## config.mk

```make
export PLATFORM = sky130hd
export DESIGN_NAME = scim_regs
export DESIGN_NICKNAME = d
export VERILOG_FILES = /design/src/rtl/core/scim_pkg.sv /design/src/rtl/core/scim_regs.sv
export SDC_FILE = /design/constraint.sdc
export NUM_CORES = 1
export LEC_CHECK = 0
export BUFFER_PORTS_ARGS = -buffer_cell sky130_fd_sc_hd__clkbuf_2
export CAP_MARGIN = 20
export CORE_ASPECT_RATIO = 0.7
export CORE_MARGIN = 2
export CORE_UTILIZATION = 43
export CTS_CLUSTER_DIAMETER = 80
export DETAILED_ROUTE_END_ITERATION = 10
export GPL_TIMING_DRIVEN = 1
export HOLD_SLACK_MARGIN = 0.12
export MAX_ROUTING_LAYER = met4
export PLACE_DENSITY = 0.77
export SYNTH_ARGS = -nofsm -noshare
export SYNTH_HDL_FRONTEND = slang
export SYNTH_SLANG_ARGS = --single-unit
```

## constraint.sdc

```tcl
create_clock -name clk_i -period 0.95 [get_ports clk_i]
set_input_delay 0.0475 -clock clk_i [delete_from_list [all_inputs] [get_ports clk_i]]
set_output_delay 0.0475 -clock clk_i [all_outputs]
set_load 0.03 [all_outputs]
```

## src/rtl/core/scim_pkg.sv

```systemverilog
package scim_pkg;

  localparam int MAX_COPIES = 8;
  localparam int MAX_WIDTH  = 256;
  localparam int MAX_HEIGHT = 256;

  localparam int PIX_W  = 24;
  localparam int COL_W  = 8;
  localparam int ROW_W  = 8;
  localparam int ADDR_W = COL_W + ROW_W;
  localparam int CNT_W  = 4;
  localparam int IDX_W  = 3;
  localparam int DIM_W  = 9;
  localparam int PADDR_W = 6;
  localparam int PDATA_W = 64;

  localparam logic KIND_LOAD    = 1'b0;
  localparam logic KIND_COMPUTE = 1'b1;

  localparam logic [2:0] REG_POINT_COUNT  = 3'd0;
  localparam logic [2:0] REG_COLOR_SPLIT  = 3'd1;
  localparam logic [2:0] REG_ALPHA        = 3'd2;
  localparam logic [2:0] REG_X_OFFSETS    = 3'd3;
  localparam logic [2:0] REG_Y_OFFSETS    = 3'd4;
  localparam logic [2:0] REG_FRAME_WIDTH  = 3'd5;
  localparam logic [2:0] REG_FRAME_HEIGHT = 3'd6;
  localparam logic [2:0] REG_OUTPUT_BLEND = 3'd7;

  localparam logic [1:0] BLEND_REPLACE  = 2'd0;
  localparam logic [1:0] BLEND_ADD      = 2'd1;
  localparam logic [1:0] BLEND_MEAN     = 2'd2;
  localparam logic [1:0] BLEND_MEAN_ALT = 2'd3;

  typedef struct packed {
    logic [CNT_W-1:0] point_count;
    logic             color_split;
    logic [7:0]       alpha;
    logic [63:0]      x_offsets;
    logic [63:0]      y_offsets;
    logic [DIM_W-1:0] frame_width;
    logic [DIM_W-1:0] frame_height;
    logic [1:0]       output_blend;
  } scim_cfg_t;

  typedef struct packed {
    logic             wr;
    logic             start;
    logic             rd_copy;
    logic [IDX_W-1:0] copy_idx;
    logic             out_load;
  } scim_cmd_t;

  typedef struct packed {
    logic [CNT_W-1:0] count;
  } scim_stat_t;

endpackage

```

## src/rtl/core/scim_regs.sv

```systemverilog
module scim_regs
  import scim_pkg::*;
(
  input  logic               clk_i,
  input  logic               rst_ni,
  input  logic               psel,
  input  logic               penable,
  input  logic               pwrite,
  input  logic [PADDR_W-1:0] paddr,
  input  logic [PDATA_W-1:0] pwdata,
  output logic [PDATA_W-1:0] prdata,
  output logic               pready,
  output scim_cfg_t          cfg_o
);

  scim_cfg_t  cfg_q;
  logic       wr_en;
  logic [2:0] idx;

  assign pready = 1'b1;
  assign wr_en  = psel & penable & pwrite;
  assign idx    = paddr[5:3];

  always_ff @(posedge clk_i or negedge rst_ni) begin
    if (!rst_ni) begin
      cfg_q.point_count  <= CNT_W'(2);
      cfg_q.color_split  <= 1'b1;
      cfg_q.alpha        <= 8'd128;
      cfg_q.x_offsets    <= '0;
      cfg_q.y_offsets    <= '0;
      cfg_q.frame_width  <= DIM_W'(256);
      cfg_q.frame_height <= DIM_W'(256);
      cfg_q.output_blend <= BLEND_REPLACE;
    end else if (wr_en) begin
      unique case (idx)
        REG_POINT_COUNT:  cfg_q.point_count  <= pwdata[CNT_W-1:0];
        REG_COLOR_SPLIT:  cfg_q.color_split  <= pwdata[0];
        REG_ALPHA:        cfg_q.alpha        <= pwdata[7:0];
        REG_X_OFFSETS:    cfg_q.x_offsets    <= pwdata;
        REG_Y_OFFSETS:    cfg_q.y_offsets    <= pwdata;
        REG_FRAME_WIDTH:  cfg_q.frame_width  <= pwdata[DIM_W-1:0];
        REG_FRAME_HEIGHT: cfg_q.frame_height <= pwdata[DIM_W-1:0];
        REG_OUTPUT_BLEND: cfg_q.output_blend <= pwdata[1:0];
        default: ;
      endcase
    end
  end

  always_comb begin
    prdata = '0;
    unique case (idx)
      REG_POINT_COUNT:  prdata = PDATA_W'(cfg_q.point_count);
      REG_COLOR_SPLIT:  prdata = PDATA_W'(cfg_q.color_split);
      REG_ALPHA:        prdata = PDATA_W'(cfg_q.alpha);
      REG_X_OFFSETS:    prdata = cfg_q.x_offsets;
      REG_Y_OFFSETS:    prdata = cfg_q.y_offsets;
      REG_FRAME_WIDTH:  prdata = PDATA_W'(cfg_q.frame_width);
      REG_FRAME_HEIGHT: prdata = PDATA_W'(cfg_q.frame_height);
      REG_OUTPUT_BLEND: prdata = PDATA_W'(cfg_q.output_blend);
      default:          prdata = '0;
    endcase
  end

  assign cfg_o = cfg_q;

endmodule

```

==> results of run 1 <==
-- through the flow --
step,setup WS [ns],TNS [ns]
after floorplan,-0.319,-35.11
after global placement,-0.446,-84.48
after detailed placement,-0.448,-88.70
-- cell families after synthesis --
logic type | Yosys count | synth area share (%)
mux | 172 | 27.1
flops | 161 | 56.6
compound gates | 80 | 9.57
simple gates | 35 | 3.57
buf+inv | 34 | 3.11
other cells | 1 | 0.0526
==> impl_summary.md, run 1 <==
Status
The run stopped with a tool error. The flow halted during clock tree synthesis (4_1_cts). The first error in the log reads "[ERROR DPL-0033] detailed placement checks failed during check placement".

Logic synthesis
Sorting the synthesized cells by how often they occur yields 156 x sky130_fd_sc_hd__dfrtp_1, 151 x sky130_fd_sc_hd__mux2_2, 56 x sky130_fd_sc_hd__a22o_1. By instance count, the leading cell after synthesis is sky130_fd_sc_hd__dfrtp_1. The async set or reset register ratio after synthesis is 100%. The cell type with the largest total area after synthesis is sky130_fd_sc_hd__dfrtp_1.

Sorting the synthesized cells by area gives the leading types as sky130_fd_sc_hd__dfrtp_1 55%, sky130_fd_sc_hd__mux2_2 24%, sky130_fd_sc_hd__a22o_1 6.9%. The count of yosys warnings during synthesis is 0. The average footprint of a synthesized cell is 14.8 sq um. The synthesized design contains 161 register bits. The post-synth design cell area is 0.00712 sq mm. The primary flip-flop cell chosen by synthesis mapping is sky130_fd_sc_hd__dfrtp_1. Counting every instance in the synthesized netlist gives between 400 and 500. The portion of synthesized cell area occupied by the leading cell type is ~55%.

The number of synthesized flops with an enable pin is 0. Counting every net in the synthesized netlist gives approximately 560. The count of unique library cells instantiated by Yosys is 39. Sequential elements use 56.6% of the synthesized area.

Clock tree
The buffer levels on the longest clock path is 2. The tree built by TritonCTS fans out to 161 sinks. The H-tree generated during clock tree synthesis spans 4 levels.

The number of hold buffers added after CTS was 65. The number of resized instances in the post-cts repair step is 612. The tree is rooted in a sky130_fd_sc_hd__clkbuf_16.

Buffers inserted during clock tree synthesis total 17. The number of setup buffers added after CTS is 169.

Die
The count of boundary I/O pins is between 300 and 400. The vertical die dimension is 112 um. The initial utilization of the core area, before any placement, comes to 43.8%. The overall die width is 158 um. The row count is 39.

Place
The wire-length estimate of the detail-placed layout is 16,300 um. Summing all placed instances gives a cell area of 0.0106 sq mm. The number of input and output port buffers inserted is 296. The cell count after placement is 1,062.

The congestion estimate from routability-driven global placement came to 0.905.
==> run 2, diff against run 1 <==
- CORE_ASPECT_RATIO: 0.7 -> unset
- CORE_UTILIZATION: 43 -> 35
- CTS_CLUSTER_DIAMETER: 80 -> unset
- HOLD_SLACK_MARGIN: 0.12 -> unset
- MAX_ROUTING_LAYER: met4 -> unset
- PLACE_DENSITY: 0.77 -> unset
- PLACE_DENSITY_LB_ADDON: unset -> 0.15
- clock period: 0.95 -> 1.23 ns (I/O delays scaled with it)
==> run 2 against run 1 <==
Effect of this change:
- the flow now finishes, with violations (negative setup slack)
- synthesized cell count unchanged
- area after synthesis unchanged
==> impl_summary.md, run 2 <==
Global routing
The pin count of the biggest net entering global routing is 45. The number of antenna violations at the first check in global routing is 0. The number of global-route vias before repair is 6,801. The total overflow reported by the global router is 0. The aggregate global-route resource usage is between 20 and 25%. The first global-routing pass estimated 38,000 um of wire.

Finish
The top cell types in the final layout, fill and taps aside, are 187 x sky130_fd_sc_hd__clkbuf_2, 154 x sky130_fd_sc_hd__buf_4, 149 x sky130_fd_sc_hd__dfrtp_1. Compared with the post-synthesis result, the final layout area differs by 76.0%. The fraction of final layout cells sized beyond drive strength 1 is 71.6%. Leaving out fill and tap cells, the most frequent cell in the layout is sky130_fd_sc_hd__clkbuf_2.

The finished layout holds 1,282 standard cells, fillers aside. The number of fill cells is 1,514. The register with the most flip-flops in the layout has 161 of them. 0 antenna diodes ended up in the layout. In the final design database the tool counted 1,075 nets.

Timing
The setup slack of the critical path after layout is -0.547 ns. The clock period minus worst slack is 1.78 ns. For this run, the top clock speed supported by timing is 563 MHz.

Setup repair after global routing could not meet its margin everywhere. The clock arrives with 0 ns of skew. In the finished design, the share of the clock period the worst path needs comes to 144%. The number of slew-limit violations in the final report came to 0. The final setup violation count is 64. The number of endpoints with negative hold slack in the final report was 0.

Place
The cell count after placement is 1,076 (+1.3%). The worst-case setup slack after placement is -0.209 ns (+0.239 ns). The final estimated routing congestion in global placement is 0.849 (-6.2%). The HPWL reported at the end of detailed placement came to 15,500 um (-5.1%). The number of input and output port buffers inserted is 296 (unchanged).

Drt
The ratio of routed vias to standard cells is 4.94. The final routed wirelength across all metal layers is around 24,000 um. The first TritonRoute pass finished after 4 iterations. The count of vias placed by the detailed router is 6,334. Once detail routing completed, the nets flagged for antenna violations numbered 0.

In the routed design, unresolved DRC markers number 0. In the final routed layout, each cell accounts on average for 19.1 um. The iteration-0 DRC count of the detailed router is a little under 200.

Status
The run finished, with violations left. The final reports fail on negative setup slack.

Setup path
The critical path data arrival time is 1.72 ns. The critical path starts at cfg_o[11]$_DFFE_PN0P_. The top fanout value on the critical path is 2. The class of the most critical setup path is flop to primary output. STA classifies the critical path startpoint as a flop. The critical path endpoint category is a primary output.

The required time reported for the critical path endpoint is 1.17 ns. The depth of the worst register-to-register path is 3. The worst register-to-register path begins at cfg_o[15]$_DFFE_PN0P_.

The worst reg2reg path endpoint is cfg_o[15]$_DFFE_PN0P_. The termination of the worst setup path is prdata[0]. The setup slack of the most critical reg-to-reg path is 0.22 ns.

Clock tree
The clock root buffer master is sky130_fd_sc_hd__clkbuf_16. The buffer levels on the longest clock path came to 2 (unchanged). The clock-pin slew on the worst setup and hold paths is 0.07 ns.

The total CTS buffers is 17 (unchanged). TritonCTS built the clock tree. The H-tree depth reported by CTS is 4 (unchanged). The later-pin clock latency in the skew report is 0.41 ns. The clock sink count is 161 (unchanged).

Power
The net switching share of the total power is around a third. Cell internal power was estimated by the tool at 13.7 mW. For this design the total switching power over the nets is 7.30 mW.

Of the total power, registers draw 34.0%. The share of total power dissipated in combinational logic is 37.1%. Power spread over the standard cell area amounts to ~1700 mW/mm^2.

The clock network is responsible for 28.9% of the overall power. The worst-case IR drop observed on VDD is 998 uV. In this run the static leakage power is 6.28 nW.

Logic synthesis
The portion of synthesized cell area occupied by the leading cell type came to 54.8% (unchanged). The total nets after synthesis is 558 (unchanged). The async set or reset register ratio after synthesis is 100% (unchanged). By count the netlist is led by 156 x sky130_fd_sc_hd__dfrtp_1, 151 x sky130_fd_sc_hd__mux2_2, 56 x sky130_fd_sc_hd__a22o_1. The synthesized instance count is 483 (unchanged). Yosys attributes the largest share of cell area to sky130_fd_sc_hd__dfrtp_1 55%, sky130_fd_sc_hd__mux2_2 24%, sky130_fd_sc_hd__a22o_1 6.9%. The number of synthesized flops with an enable pin is 0 (unchanged). The count of unique library cells instantiated by Yosys came to 39 (unchanged). The average footprint of a synthesized cell is 14.8 sq um (unchanged). The count of yosys warnings during synthesis is 0 (unchanged). The portion of the post-synthesis area used by sequential elements is 56.6% (unchanged). The primary flip-flop cell chosen by synthesis mapping is sky130_fd_sc_hd__dfrtp_1. The post-synth design cell area is 0.00712 sq mm (unchanged).

The biggest area contributor in the post-synthesis netlist is sky130_fd_sc_hd__dfrtp_1. Yosys instantiated no cell more often than sky130_fd_sc_hd__dfrtp_1. The number of flip-flops and latches in the synthesized netlist came to 161 (unchanged).

Run
The reported max-cap violation count is 0.

Die
The count of boundary I/O pins was 301 (unchanged). The die covers 0.0215 sq mm. The vertical die dimension came to 147 um (+31%). The core area is 0.0201 sq mm. The row count is 52 (+33%). The overall die width is 147 um (-7.1%). The initial cell density of the core was 35.4% (-8.4 points).

Min path
In this run the worst hold path is classified as input pin to async pin.
## run 2: layer usage
layer / global-route usage [%] / vias up / routed length (um)
met5: 0 / - / 0
met2: 39.1 / 268 / 12500
met3: 5.03 / 39 / 1500
li1: - / 2846 / -
met4: 8.25 / 0 / 659
met1: 27.3 / 3181 / 9860
## run 2: critical path, stage by stage (launching register included)
cell and delay, ns:
sky130_fd_sc_hd__dfrtp_2 0.40, sky130_fd_sc_hd__mux2_4 0.27, sky130_fd_sc_hd__a221o_1 0.34, sky130_fd_sc_hd__o2bb2ai_4 0.14
sky130_fd_sc_hd__buf_8 0.14
## run 2: how the worst min path moves through the flow
| stage | start | endpoint | slack, ns | cells after the start |
|---|---|---|---|---|
| after global placement | rst_ni | cfg_o[106]$_DFFE_PN0P_ | 0.02 | 1 |
| after global routing | rst_ni | cfg_o[42]$_DFFE_PN0P_ | 0.18 | 2 |
| after floorplan | rst_ni | cfg_o[0]$_DFFE_PN0P_ | -0.23 | 0 |
| after detailed placement | rst_ni | cfg_o[100]$_DFFE_PN0P_ | 0.03 | 1 |
| after CTS | rst_ni | cfg_o[100]$_DFFE_PN0P_ | 0.14 | 2 |
| final | rst_ni | cfg_o[100]$_DFFE_PN0P_ | 0.15 | 2 |
## run 2: cells by family (layout without fill, tap and decap cells)
| family | Yosys count | in the layout | synth area share (%) |
|---|---|---|---|
| AOI/OAI and AO/OA | 80 | 80 | 9.57 |
| buffers and inverters | 34 | 563 | 3.11 |
| DFF | 161 | 161 | 56.6 |
| muxes | 172 | 172 | 27.1 |
| other | 1 | 1 | 0.0526 |
| and+or+nand+nor | 35 | 35 | 3.57 |
## run 2: layout make-up
cell class | instances | area (sq um) | area share [%]
Tap cell | 270 | 338 | 2.69
Sequential cell | 161 | 4040 | 32.2
Timing Repair Buffer | 530 | 4400 | 35.1
Inverter | 2 | 7.51 | 0.0599
Clock inverter | 12 | 229 | 1.83
Multi-Input combinational cell | 288 | 3080 | 24.5
Clock buffer | 19 | 443 | 3.53
## run 2: power groups by stage
stage	clock [mW]	sequential (mW)	combinational, mW
after floorplan	0	9.23	1.70
after global placement	0	7.27	5.81
after detailed placement	0	7.33	5.87
after CTS	6.20	7.10	7.40
after global routing	6.44	7.25	8.17
final	6.06	7.14	7.80
## run 2: what timing repair did
item | CTS | global route
hold buffers | 65 | 0
endpoints found under the setup margin | 69 | 100
cloned | 3 | 0
gates resized for setup | 147 | 147
hold endpoints to repair | 314 | 0
setup buffers | 92 | 20
pin swaps | 17 | 16
## run 2: through the flow
step                      TNS, ns  hold slack (ns)  power [mW]  utilization (%)  cell area, sq um
after global routing        -7.45            0.182        21.9             62.4             12500
after global placement     -29.17           0.0245        13.1             47.2              9490
final                       -4.32            0.147        21.0             62.4             12500
after CTS                   -6.52            0.143        20.7             60.9             12200
after detailed placement   -32.50           0.0279        13.2             47.2              9490
after floorplan            -0.787           -0.234        10.9                -              7220
(Power assumes the default switching activity.)
