===== src/rtl/core/scim_pkg.sv =====
package scim_pkg;

  localparam int MAX_COPIES = 8;
  localparam int MAX_WIDTH  = 256;
  localparam int MAX_HEIGHT = 256;

  localparam int PIX_W  = 24;
  localparam int COL_W  = 8;
  localparam int ROW_W  = 8;
  localparam int ADDR_W = COL_W + ROW_W;
  localparam int CNT_W  = 4;
  localparam int IDX_W  = 3;
  localparam int DIM_W  = 9;
  localparam int PADDR_W = 6;
  localparam int PDATA_W = 64;

  localparam logic KIND_LOAD    = 1'b0;
  localparam logic KIND_COMPUTE = 1'b1;

  localparam logic [2:0] REG_POINT_COUNT  = 3'd0;
  localparam logic [2:0] REG_COLOR_SPLIT  = 3'd1;
  localparam logic [2:0] REG_ALPHA        = 3'd2;
  localparam logic [2:0] REG_X_OFFSETS    = 3'd3;
  localparam logic [2:0] REG_Y_OFFSETS    = 3'd4;
  localparam logic [2:0] REG_FRAME_WIDTH  = 3'd5;
  localparam logic [2:0] REG_FRAME_HEIGHT = 3'd6;
  localparam logic [2:0] REG_OUTPUT_BLEND = 3'd7;

  localparam logic [1:0] BLEND_REPLACE  = 2'd0;
  localparam logic [1:0] BLEND_ADD      = 2'd1;
  localparam logic [1:0] BLEND_MEAN     = 2'd2;
  localparam logic [1:0] BLEND_MEAN_ALT = 2'd3;

  typedef struct packed {
    logic [CNT_W-1:0] point_count;
    logic             color_split;
    logic [7:0]       alpha;
    logic [63:0]      x_offsets;
    logic [63:0]      y_offsets;
    logic [DIM_W-1:0] frame_width;
    logic [DIM_W-1:0] frame_height;
    logic [1:0]       output_blend;
  } scim_cfg_t;

  typedef struct packed {
    logic             wr;
    logic             start;
    logic             rd_copy;
    logic [IDX_W-1:0] copy_idx;
    logic             out_load;
  } scim_cmd_t;

  typedef struct packed {
    logic [CNT_W-1:0] count;
  } scim_stat_t;

endpackage


===== src/rtl/core/scim_ctrl.sv =====
module scim_ctrl
  import scim_pkg::*;
(
  input  logic       clk_i,
  input  logic       rst_ni,
  input  logic       in_valid_i,
  input  logic       in_kind_i,
  output logic       in_ready_o,
  output logic       out_valid_o,
  input  logic       out_ready_i,
  input  scim_stat_t stat_i,
  output scim_cmd_t  cmd_o
);

  localparam logic [1:0] ST_IDLE  = 2'd0;
  localparam logic [1:0] ST_COPY  = 2'd1;
  localparam logic [1:0] ST_FLUSH = 2'd2;
  localparam logic [1:0] ST_DONE  = 2'd3;

  logic [1:0]       state_q, state_d;
  logic [IDX_W-1:0] cnt_q, cnt_d;
  logic             out_valid_q, out_valid_d;
  logic             accept;
  logic             room;
  logic             last_copy;

  assign in_ready_o = (state_q == ST_IDLE);
  assign accept     = in_valid_i & in_ready_o;
  assign room       = !out_valid_q || out_ready_i;
  assign last_copy  = ({1'b0, cnt_q} == (stat_i.count - CNT_W'(1)));

  always_comb begin
    state_d       = state_q;
    cnt_d         = cnt_q;
    out_valid_d   = out_valid_q && !out_ready_i;
    cmd_o         = '0;
    cmd_o.copy_idx = cnt_q;
    unique case (state_q)
      ST_IDLE: begin
        if (accept) begin
          if (in_kind_i == KIND_LOAD) begin
            cmd_o.wr = 1'b1;
          end else begin
            cmd_o.start = 1'b1;
            cnt_d       = '0;
            state_d     = (stat_i.count == '0) ? ST_FLUSH : ST_COPY;
          end
        end
      end
      ST_COPY: begin
        cmd_o.rd_copy = 1'b1;
        cnt_d         = cnt_q + IDX_W'(1);
        if (last_copy) begin
          state_d = ST_FLUSH;
        end
      end
      ST_FLUSH: begin
        state_d = ST_DONE;
      end
      ST_DONE: begin
        if (room) begin
          cmd_o.out_load = 1'b1;
          out_valid_d    = 1'b1;
          state_d        = ST_IDLE;
        end
      end
      default: state_d = ST_IDLE;
    endcase
  end

  always_ff @(posedge clk_i or negedge rst_ni) begin
    if (!rst_ni) begin
      state_q     <= ST_IDLE;
      cnt_q       <= '0;
      out_valid_q <= 1'b0;
    end else begin
      state_q     <= state_d;
      cnt_q       <= cnt_d;
      out_valid_q <= out_valid_d;
    end
  end

  assign out_valid_o = out_valid_q;

`ifndef ASSERT_OFF
  a_cnt_in_range: assert property (@(posedge clk_i) disable iff (!rst_ni)
    (state_q == ST_COPY) |-> ({1'b0, cnt_q} < stat_i.count))
    else $error("copy counter beyond copy count");
  a_flush_then_done: assert property (@(posedge clk_i) disable iff (!rst_ni)
    (state_q == ST_FLUSH) |=> (state_q == ST_DONE))
    else $error("flush not followed by done");
  a_load_has_room: assert property (@(posedge clk_i) disable iff (!rst_ni)
    cmd_o.out_load |-> (!out_valid_q || out_ready_i))
    else $error("result register overwritten");
  a_result_after_load: assert property (@(posedge clk_i) disable iff (!rst_ni)
    cmd_o.out_load |=> (out_valid_q && state_q == ST_IDLE))
    else $error("result not presented");
`endif

endmodule


===== config.mk =====
export PLATFORM = sky130hd
export DESIGN_NAME = scim_ctrl
export DESIGN_NICKNAME = d
export VERILOG_FILES = /design/src/rtl/core/scim_pkg.sv /design/src/rtl/core/scim_ctrl.sv
export SDC_FILE = /design/constraint.sdc
export NUM_CORES = 1
export LEC_CHECK = 0
export BUFFER_PORTS_ARGS = -buffer_cell sky130_fd_sc_hd__buf_4
export CELL_PAD_IN_SITES_DETAIL_PLACEMENT = 2
export CELL_PAD_IN_SITES_GLOBAL_PLACEMENT = 2
export CORE_MARGIN = 10
export CORE_UTILIZATION = 30
export CTS_CLUSTER_DIAMETER = 30
export DETAILED_ROUTE_END_ITERATION = 16
export PLACE_DENSITY = 0.82
export SLEW_MARGIN = 5
export SYNTH_ARGS = -nofsm -noshare
export SYNTH_HDL_FRONTEND = slang
export SYNTH_SLANG_ARGS = --single-unit

===== constraint.sdc =====
create_clock -name clk_i -period 2.8 [get_ports clk_i]
set_input_delay 0.28 -clock clk_i [delete_from_list [all_inputs] [get_ports clk_i]]
set_output_delay 0.28 -clock clk_i [all_outputs]
set_load 0.05 [all_outputs]

After elaboration in Yosys (flattened, before gate mapping)
Index checks and enable logic that the tools add are counted.

storage, ports and cells
  bits in registers = 6
  output and inout port bits = 9
  input bits = 9

cells by class
  equality and inequality tests = 8
  bitwise operators = 1
  muxes and demuxes = 18
  reduce and logical (&&, ||, !) cells = 9
  add/subtract/negate cells = 2

operator list
  operator                                                               number
  2-bit two-way mux                                                      7
  2-bit one-hot mux with 4 select lines                                  1
  1-bit two-way mux                                                      7
  3-bit two-way mux                                                      2
  2-bit != test, second input constant                                   3
  3-bit one-hot mux with 2 select lines                                  1
  2-bit equality test, second input constant                             2
  3-bit by 4-bit equality test with 1-bit output                         1
  4-bit zero test                                                        1
  4-bit AND reduction                                                    1
  4-bit by 1-bit subtractor with 4-bit output, second input constant     1
  3-bit by 1-bit adder with 3-bit output, second input constant          1
  3-bit AND reduction                                                    1
  2-bit by 1-bit equality test with 1-bit output, second input constant  1
  1-bit zero test                                                        2
  2-bit zero test                                                        1
  2-bit by 1-bit != test with 1-bit output, second input constant        1
  2-bit nonzero test                                                     1
  1-bit bitwise AND                                                      1
  1-bit logical AND                                                      1
  1-bit logical OR                                                       1

Depth between registers and ports, before layout
Gate-level depths: netlist of run 1.

  depth in word-level cells = 5
  gate-level depth with buffers = 6
  gate-level depth less buffers = 6

Worst setup path before layout of run 1
Ideal clock, no wire load.

  path kind = register -> output
  start point = register state_q[0]
  end point = output cmd_o[6] (netlist bit)
  path slack = 0.535 ns
  cell stages (with the launch flop) = 6
  required time = 2.520 ns
  path buffers = 1
  arrival = 1.985 ns
  cells stage by stage = dfrtp_1 inv_1 ha_1 clkbuf_1 nand2_1 nor2_1

RTL lines
  item                    RTL line         RTL
  start, declared         scim_ctrl.sv:20  logic [1:0] state_q, state_d;
  start signal, assigned  scim_ctrl.sv:77  state_q <= state_d;
  end, declared           scim_ctrl.sv:12  output scim_cmd_t cmd_o

==> run metrics, run 1 <==
reg-to-reg critical path endpoint state_q[1]$_DFFE_PN0P_; post-DR wirelength/cell between 15 and 20 um; R2R Setup Slk between 0.9 and 1 ns; status finished clean; post-synth top area cell dfrtp_1; skew final 0.003820 ns; die height about 63 um; ANT nets after route 0; CP max FO 12; clk_lat worst skew 0.25 ns; placed cell count ~100; GR Util met3 around 2.9%; final setup violation count 0; synth top area cells dfrtp_1 (27%), ha_1 (16%), inv_1 (4.1%); Worst EP arrival ~1.6 ns; P_leak 0.3528 nW; nets@finish 98; Peak VDD IR 0.4112 mV; Die ar. ~4000 um^2; reg2reg start state_q[0]$_DFFE_PN0P_; synthesized cell area ~550 um^2; Via Count approximately 510; Slew Limit Headroom 74.68%; cts bufs inserted 3; Post CTS Setup Buffer Count 0; Worst Tran Pin Value about 0.38 ns; worst slack at placement between 0.9 and 1 ns; CP required 2.52 ns; Worst setup startpoint state_q[0]$_DFFE_PN0P_; Max Cap Violations 0; area of the core 1745 um^2; top-level I/O count 18; RSZ-0062 raised after global routing no; startpoint types flop; pin count of the biggest net entering global routing 13; post-synthesis net count between 70 and 80; Synth Instances 61; DRT iter0 DRCs 9; fmax around 0.53 GHz; synth warn 0; Layout area overhead 33.03%; GR Util met1 a little under an eighth; endpoints failing hold 0; met2 Use GR between 10% and 20%; vias in the first global route 597; drt pass-1 iters 4; clk sinks 6; crit path to cmd_o[6]; Worst setup EP type output pin; Period minus WS final between 1.5 and 2 ns; setup TNS 0 ns; vias per cell approximately 5; row count 15; Remaining Overflow, GRT 0; total routed wirelength roughly 1700 um; global-route wire length before repair between 2000 and 3000 um; period utilization between 60% and 70%; Crit Path Category reg2out; Worst-path clk slew 0.05 ns; initial antenna violation count 0; H-tree levels 1; commonest non-fill, non-tap cells in the layout buf_4 (17), ha_1 (7), inv_1 (6), dfrtp_1 (6); initial core utilization approximately a third; sequential cell area fraction in the yosys report between 20% and 30%; Total GRT Usage a little under a tenth; min-delay worst type in2reg; DRC viols 0; Root Buffer clkbuf_4; R2R depth 6; commonest non-fill, non-tap cell in the layout buf_4; PortBufs 17; top-area cell type share of the netlist area a little over a quarter; Post-CTS Resized 0; Fill cells slightly above 200; Non-Filler Instances 105; Final WS setup 0.9103 ns; die width 62.94 um; # diodes 0; dpl hpwl between 1000 and 1500 um; clock tree buffer depth 2; syn_area_per_cell between 9 and 10 um^2; synthesized flop and latch total 6; ratio of cells with drive above 1 in the final layout a little under a third; Placer Congestion about 0.7; Max Slew Vio Count 0; post-synth cell types 31; busiest grt layer met2; P per Cell Area approximately 1200 nW/um^2; TritonCTS clock tree done
## worst max-delay path, stage by stage, from the launching register on
cell and delay (ns):
dfrtp_1 0.40, inv_1 0.13, ha_1 0.39, nand2_1 0.12, nor2_1 0.11, buf_4 0.20
## registers in the layout (all words and copies together), names as in the netlist
register	flops
out_valid_o	1
cnt_q	3
state_q	2
## metrics by stage
| stage | hold slack [ns] | util, % | power [mW] | area [um^2] |
|---|---|---|---|---|
| after floorplan | -0.01559 | - | 0.6232 | 553.0 |
| after global placement | 0.09702 | 40.29 | 0.7721 | 703.2 |
| after detailed placement | 0.1000 | 40.29 | 0.7917 | 703.2 |
| after CTS | 0.3586 | 42.15 | 0.8821 | 735.7 |
| after global routing | 0.3695 | 42.15 | 0.9592 | 735.7 |
| final | 0.3571 | 42.15 | 0.8729 | 735.7 |
## how the worst min path moves through the flow
| stage | start | endpoint | depth (start not counted) |
|---|---|---|---|
| global placement | rst_ni | out_valid_o$_DFF_PN0_ | 1 |
| global route | rst_ni | cnt_q[1]$_DFFE_PN0P_ | 2 |
| floorplan | rst_ni | cnt_q[0]$_DFFE_PN0P_ | 0 |
| CTS | out_ready_i | out_valid_o$_DFF_PN0_ | 3 |
| finish | out_ready_i | out_valid_o$_DFF_PN0_ | 3 |
| detailed placement | rst_ni | out_valid_o$_DFF_PN0_ | 1 |
## power by group
| group | switching, mW | internal (mW) | leakage [nW] | total, mW |
|---|---|---|---|---|
| registers | 0.0513 | 0.128 | 0.0746 | 0.180 |
| clock network | 0.0376 | 0.0489 | 0.0138 | 0.0866 |
| logic | 0.385 | 0.222 | 0.264 | 0.607 |
## synth_stat cells
library cell / number
a311oi_1: 2
xor2_1: 1
o21bai_1: 1
buf_2: 1
inv_1: 6
a211oi_2: 1
nand2_1: 4
dfrtp_1: 6
and2_1: 1
nand3_1: 1
and3_1: 1
a221o_1: 1
clkbuf_1: 1
nand2b_1: 2
o21ai_0: 4
nor2b_1: 2
a21oi_1: 3
o21ai_1: 1
nor2_1: 4
a21boi_1: 1
ha_1: 7
a2bb2oi_1: 1
or3_1: 1
nand3b_1: 1
xor2_2: 1
o2bb2ai_1: 1
a31oi_2: 1
nor3b_1: 1
nand4_1: 1
a21boi_2: 1
xnor3_1: 1
## repair_timing
| item | 4_1_cts | 5_1_grt |
|---|---|---|
| setup endpoints to repair | 0 | 0 |
| hold buffers | 1 | 0 |
| hold endpoints to repair | 6 | 0 |
## area by class of cell
| type | instances | area [um^2] | area share [%] |
|---|---|---|---|
| well taps | 25 | 31.28 | 4.252 |
| repair buffers | 18 | 137.6 | 18.71 |
| inverters | 6 | 22.52 | 3.061 |
| flip-flops and latches | 6 | 150.1 | 20.41 |
| clock buffers | 3 | 22.52 | 3.061 |
| multi-input cells | 47 | 371.6 | 50.51 |
## logic make-up (layout without fill, tap and decap cells)
kind of cell | Yosys count | count (layout) | synth area share, %
AND/OR/NAND/NOR | 19 | 19 | 18.10
AO/OA/AOI/OAI | 18 | 18 | 24.66
buffers and inverters | 8 | 27 | 5.654
adder cells (fa/ha/maj) | 7 | 7 | 15.84
flip-flops | 6 | 6 | 27.15
XOR/XNOR | 3 | 3 | 8.598
## layer usage
metal	vias to the layer above	share of wire (%)
met1	238	49
met5	-	0
met4	0	2.0
met2	14	45
li1	256	-
met3	5	3.4
Note: power is estimated with default switching activity, not from simulation.
==> run 2, diff against run 1 <==
CORE_UTILIZATION = 25   (was 30)
PLACE_DENSITY = 0.73   (was 0.82)
clock period = 1.5 ns   (was 2.8 ns; I/O delays follow)
==> run metrics, run 2 (synthesis gave the netlist of run 1 again) <==
initial core utilization 27.35% (-4.3 points); critical path's top delay family compound AO/OA/AOI/OAI gates; min-delay worst type in2async; dpl cell area 773.2 um^2 (+10%); global-route wire length before repair 2980 um (-0.47%); Max Cap Violations 0 (unchanged); pin count of the biggest net entering global routing 8 (-5); commonest non-fill, non-tap cell in the layout buf_4; cts bufs inserted 3 (unchanged); max reg flops 3 (unchanged); critical path depth 6 (+1); placed cell count 107 (+5.9%); Via Count 574 (+12%); clock tree buffer depth 2 (unchanged); DRC viols 0 (unchanged); die height 67.04 um (+6.5%); CP max stage cell dfrtp_1; Slew Limit Headroom 79.29% (+4.6 points); max incr delay on CP 0.37 ns (-0.03 ns); CP required 1.69 ns (-0.83 ns); Worst EP arrival 1.69 ns (+0.08 ns); H-tree levels 1 (unchanged); period utilization 99.76%; area of the core 2022 um^2 (+16%); nets@finish 107 (+9.2%); row count 16 (+1); dpl hpwl 1412 um (+1.3%); clk sinks 6 (unchanged); initial antenna violation count 0 (unchanged); top-level I/O count 18 (unchanged); Layout area overhead 70.81%; Max Slew Vio Count 0 (unchanged); Crit Path Category reg2reg; vias in the first global route 617 (+3.4%); total routed wirelength 2103 um (+26%); status finished clean; commonest non-fill, non-tap cells in the layout buf_4 (19), dfrtp_1 (6), o21ai_0 (4), ha_1 (4), buf_6 (4); PortBufs 17 (unchanged); crit-path cells inv_2, ha_4, a21boi_4, o21bai_4, a311oi_2, o2bb2ai_2; Biggest register cnt_q; startpoint types flop; Remaining Overflow, GRT 0 (unchanged); Die ar. 4494 um^2 (+13%); total chip power 2.249 mW (+160%); clk_lat worst skew 0.26 ns (about the same); Total GRT Usage 8.905% (-0.58 points); RSZ-0062 raised after global routing yes; R2R depth 6 (unchanged); crit path to state_q[0]$_DFFE_PN0P_; Root Buffer clkbuf_4; Final Util 46.72% (+4.6 points); # diodes 0 (unchanged); Buf/Inv on CP 1 (-1); Non-Filler Instances 116 (+10%); Peak VDD IR 1.110 mV (+170%); post-DR wirelength/cell 18.13 um (+14%); Worst-path clk slew 0.06 ns (about the same); Period minus WS final between 1 and 1.5 ns; reg2reg start state_q[1]$_DFFE_PN0P_; Final Instance Area 944.7 um^2 (+28%); TritonCTS clock tree done; P_leak 0.4174 nW (+18%); ANT nets after route 0 (unchanged); final hold slack 0.2292 ns (-0.1280 ns); vias per cell 4.948 (+1.3%); fmax about 0.67 GHz; Worst setup startpoint state_q[1]$_DFFE_PN0P_; P per Cell Area 2381 nW/um^2 (+100%); Worst Tran Pin Value 0.3107 ns (-0.06915 ns); CP max FO 4 (-8); die width 67.04 um (+6.5%); endpoints failing hold 0 (unchanged); Placer Congestion 0.7330 (+2.1%); reg-to-reg critical path endpoint state_q[0]$_DFFE_PN0P_; R2R Setup Slk 0.004 ns (-0.98 ns); Worst setup EP type flop; DRT iter0 DRCs 17 (+8); final setup violation count 0 (unchanged); drt pass-1 iters 3 (-1); skew final 0.006392 ns (+0.002573 ns); ratio of cells with drive above 1 in the final layout 55.06% (+25 points)
-- run 2: cell types whose count changed in the layout (fill, tap and decap cells not counted), moves of 3 or more --
cell,delta
buf_6,+4
buf_8,+3
ha_1,-3
inv_1,-3
inv_2,+3
-- run 2: how the worst min path moves through the flow --
stage	cells past startpoint	startpoint	end	slack [ns]
4_1_cts	3	out_ready_i	out_valid_o$_DFF_PN0_	0.21
5_1_grt	2	rst_ni	out_valid_o$_DFF_PN0_	0.24
2_1_floorplan	0	rst_ni	cnt_q[0]$_DFFE_PN0P_	-0.15
3_5_place_dp	1	rst_ni	cnt_q[1]$_DFFE_PN0P_	-0.03
3_3_place_gp	1	rst_ni	cnt_q[2]$_DFFE_PN0P_	-0.03
6_report	2	rst_ni	out_valid_o$_DFF_PN0_	0.23
-- run 2: area by class of cell --
type / count / area [um^2]
Clock buffer: 3 / 22.52
Tap cell: 27 / 33.78
Multi-Input combinational cell: 47 / 473.0
Sequential cell: 6 / 150.1
Fill cell: 221 / 1077
Inverter: 6 / 22.52
Timing Repair Buffer: 27 / 242.7
-- run 2: repair_timing --
action / in CTS / in global routing
hold buffers: 1 / 0
resized for setup: 8 / 17
buffers inserted: 3 / 2
pin swaps: 1 / 3
cloned: 0 / 0
hold endpoints to repair: 6 / 0
endpoints found under the setup margin: 5 / 7
-- run 2: worst register-to-register path, stage by stage, from the launching register on --
cell and delay, ns:
dfrtp_1 0.37, inv_2 0.07, ha_4 0.16, a21boi_4 0.15, o21bai_4 0.20, a311oi_2 0.34
o2bb2ai_2 0.14
-- run 2: where the power goes --
group,internal [mW],switching [mW],total (mW)
combinational,0.784,0.973,1.76
sequential,0.239,0.0818,0.321
clock,0.0919,0.0787,0.171
total,1.12,1.13,2.25
-- run 2: metal layers --
metal	vias to the layer above	part of all wire (%)	GRT usage [%]
li1	270	-	-
met1	282	44	10.23
met5	-	0	0
met2	15	49	13.98
met3	7	3.1	2.341
met4	0	3.9	6.154
-- run 2: per-stage QoR --
stage / setup TNS (ns) / setup slack (ns)
final: 0 / 0.003526
after CTS: 0 / 0.005505
after detailed placement: 0 / 0.01706
after global placement: 0 / 0.05884
after global routing: -0.1714 / -0.09647
after floorplan: -0.01847 / -0.01847
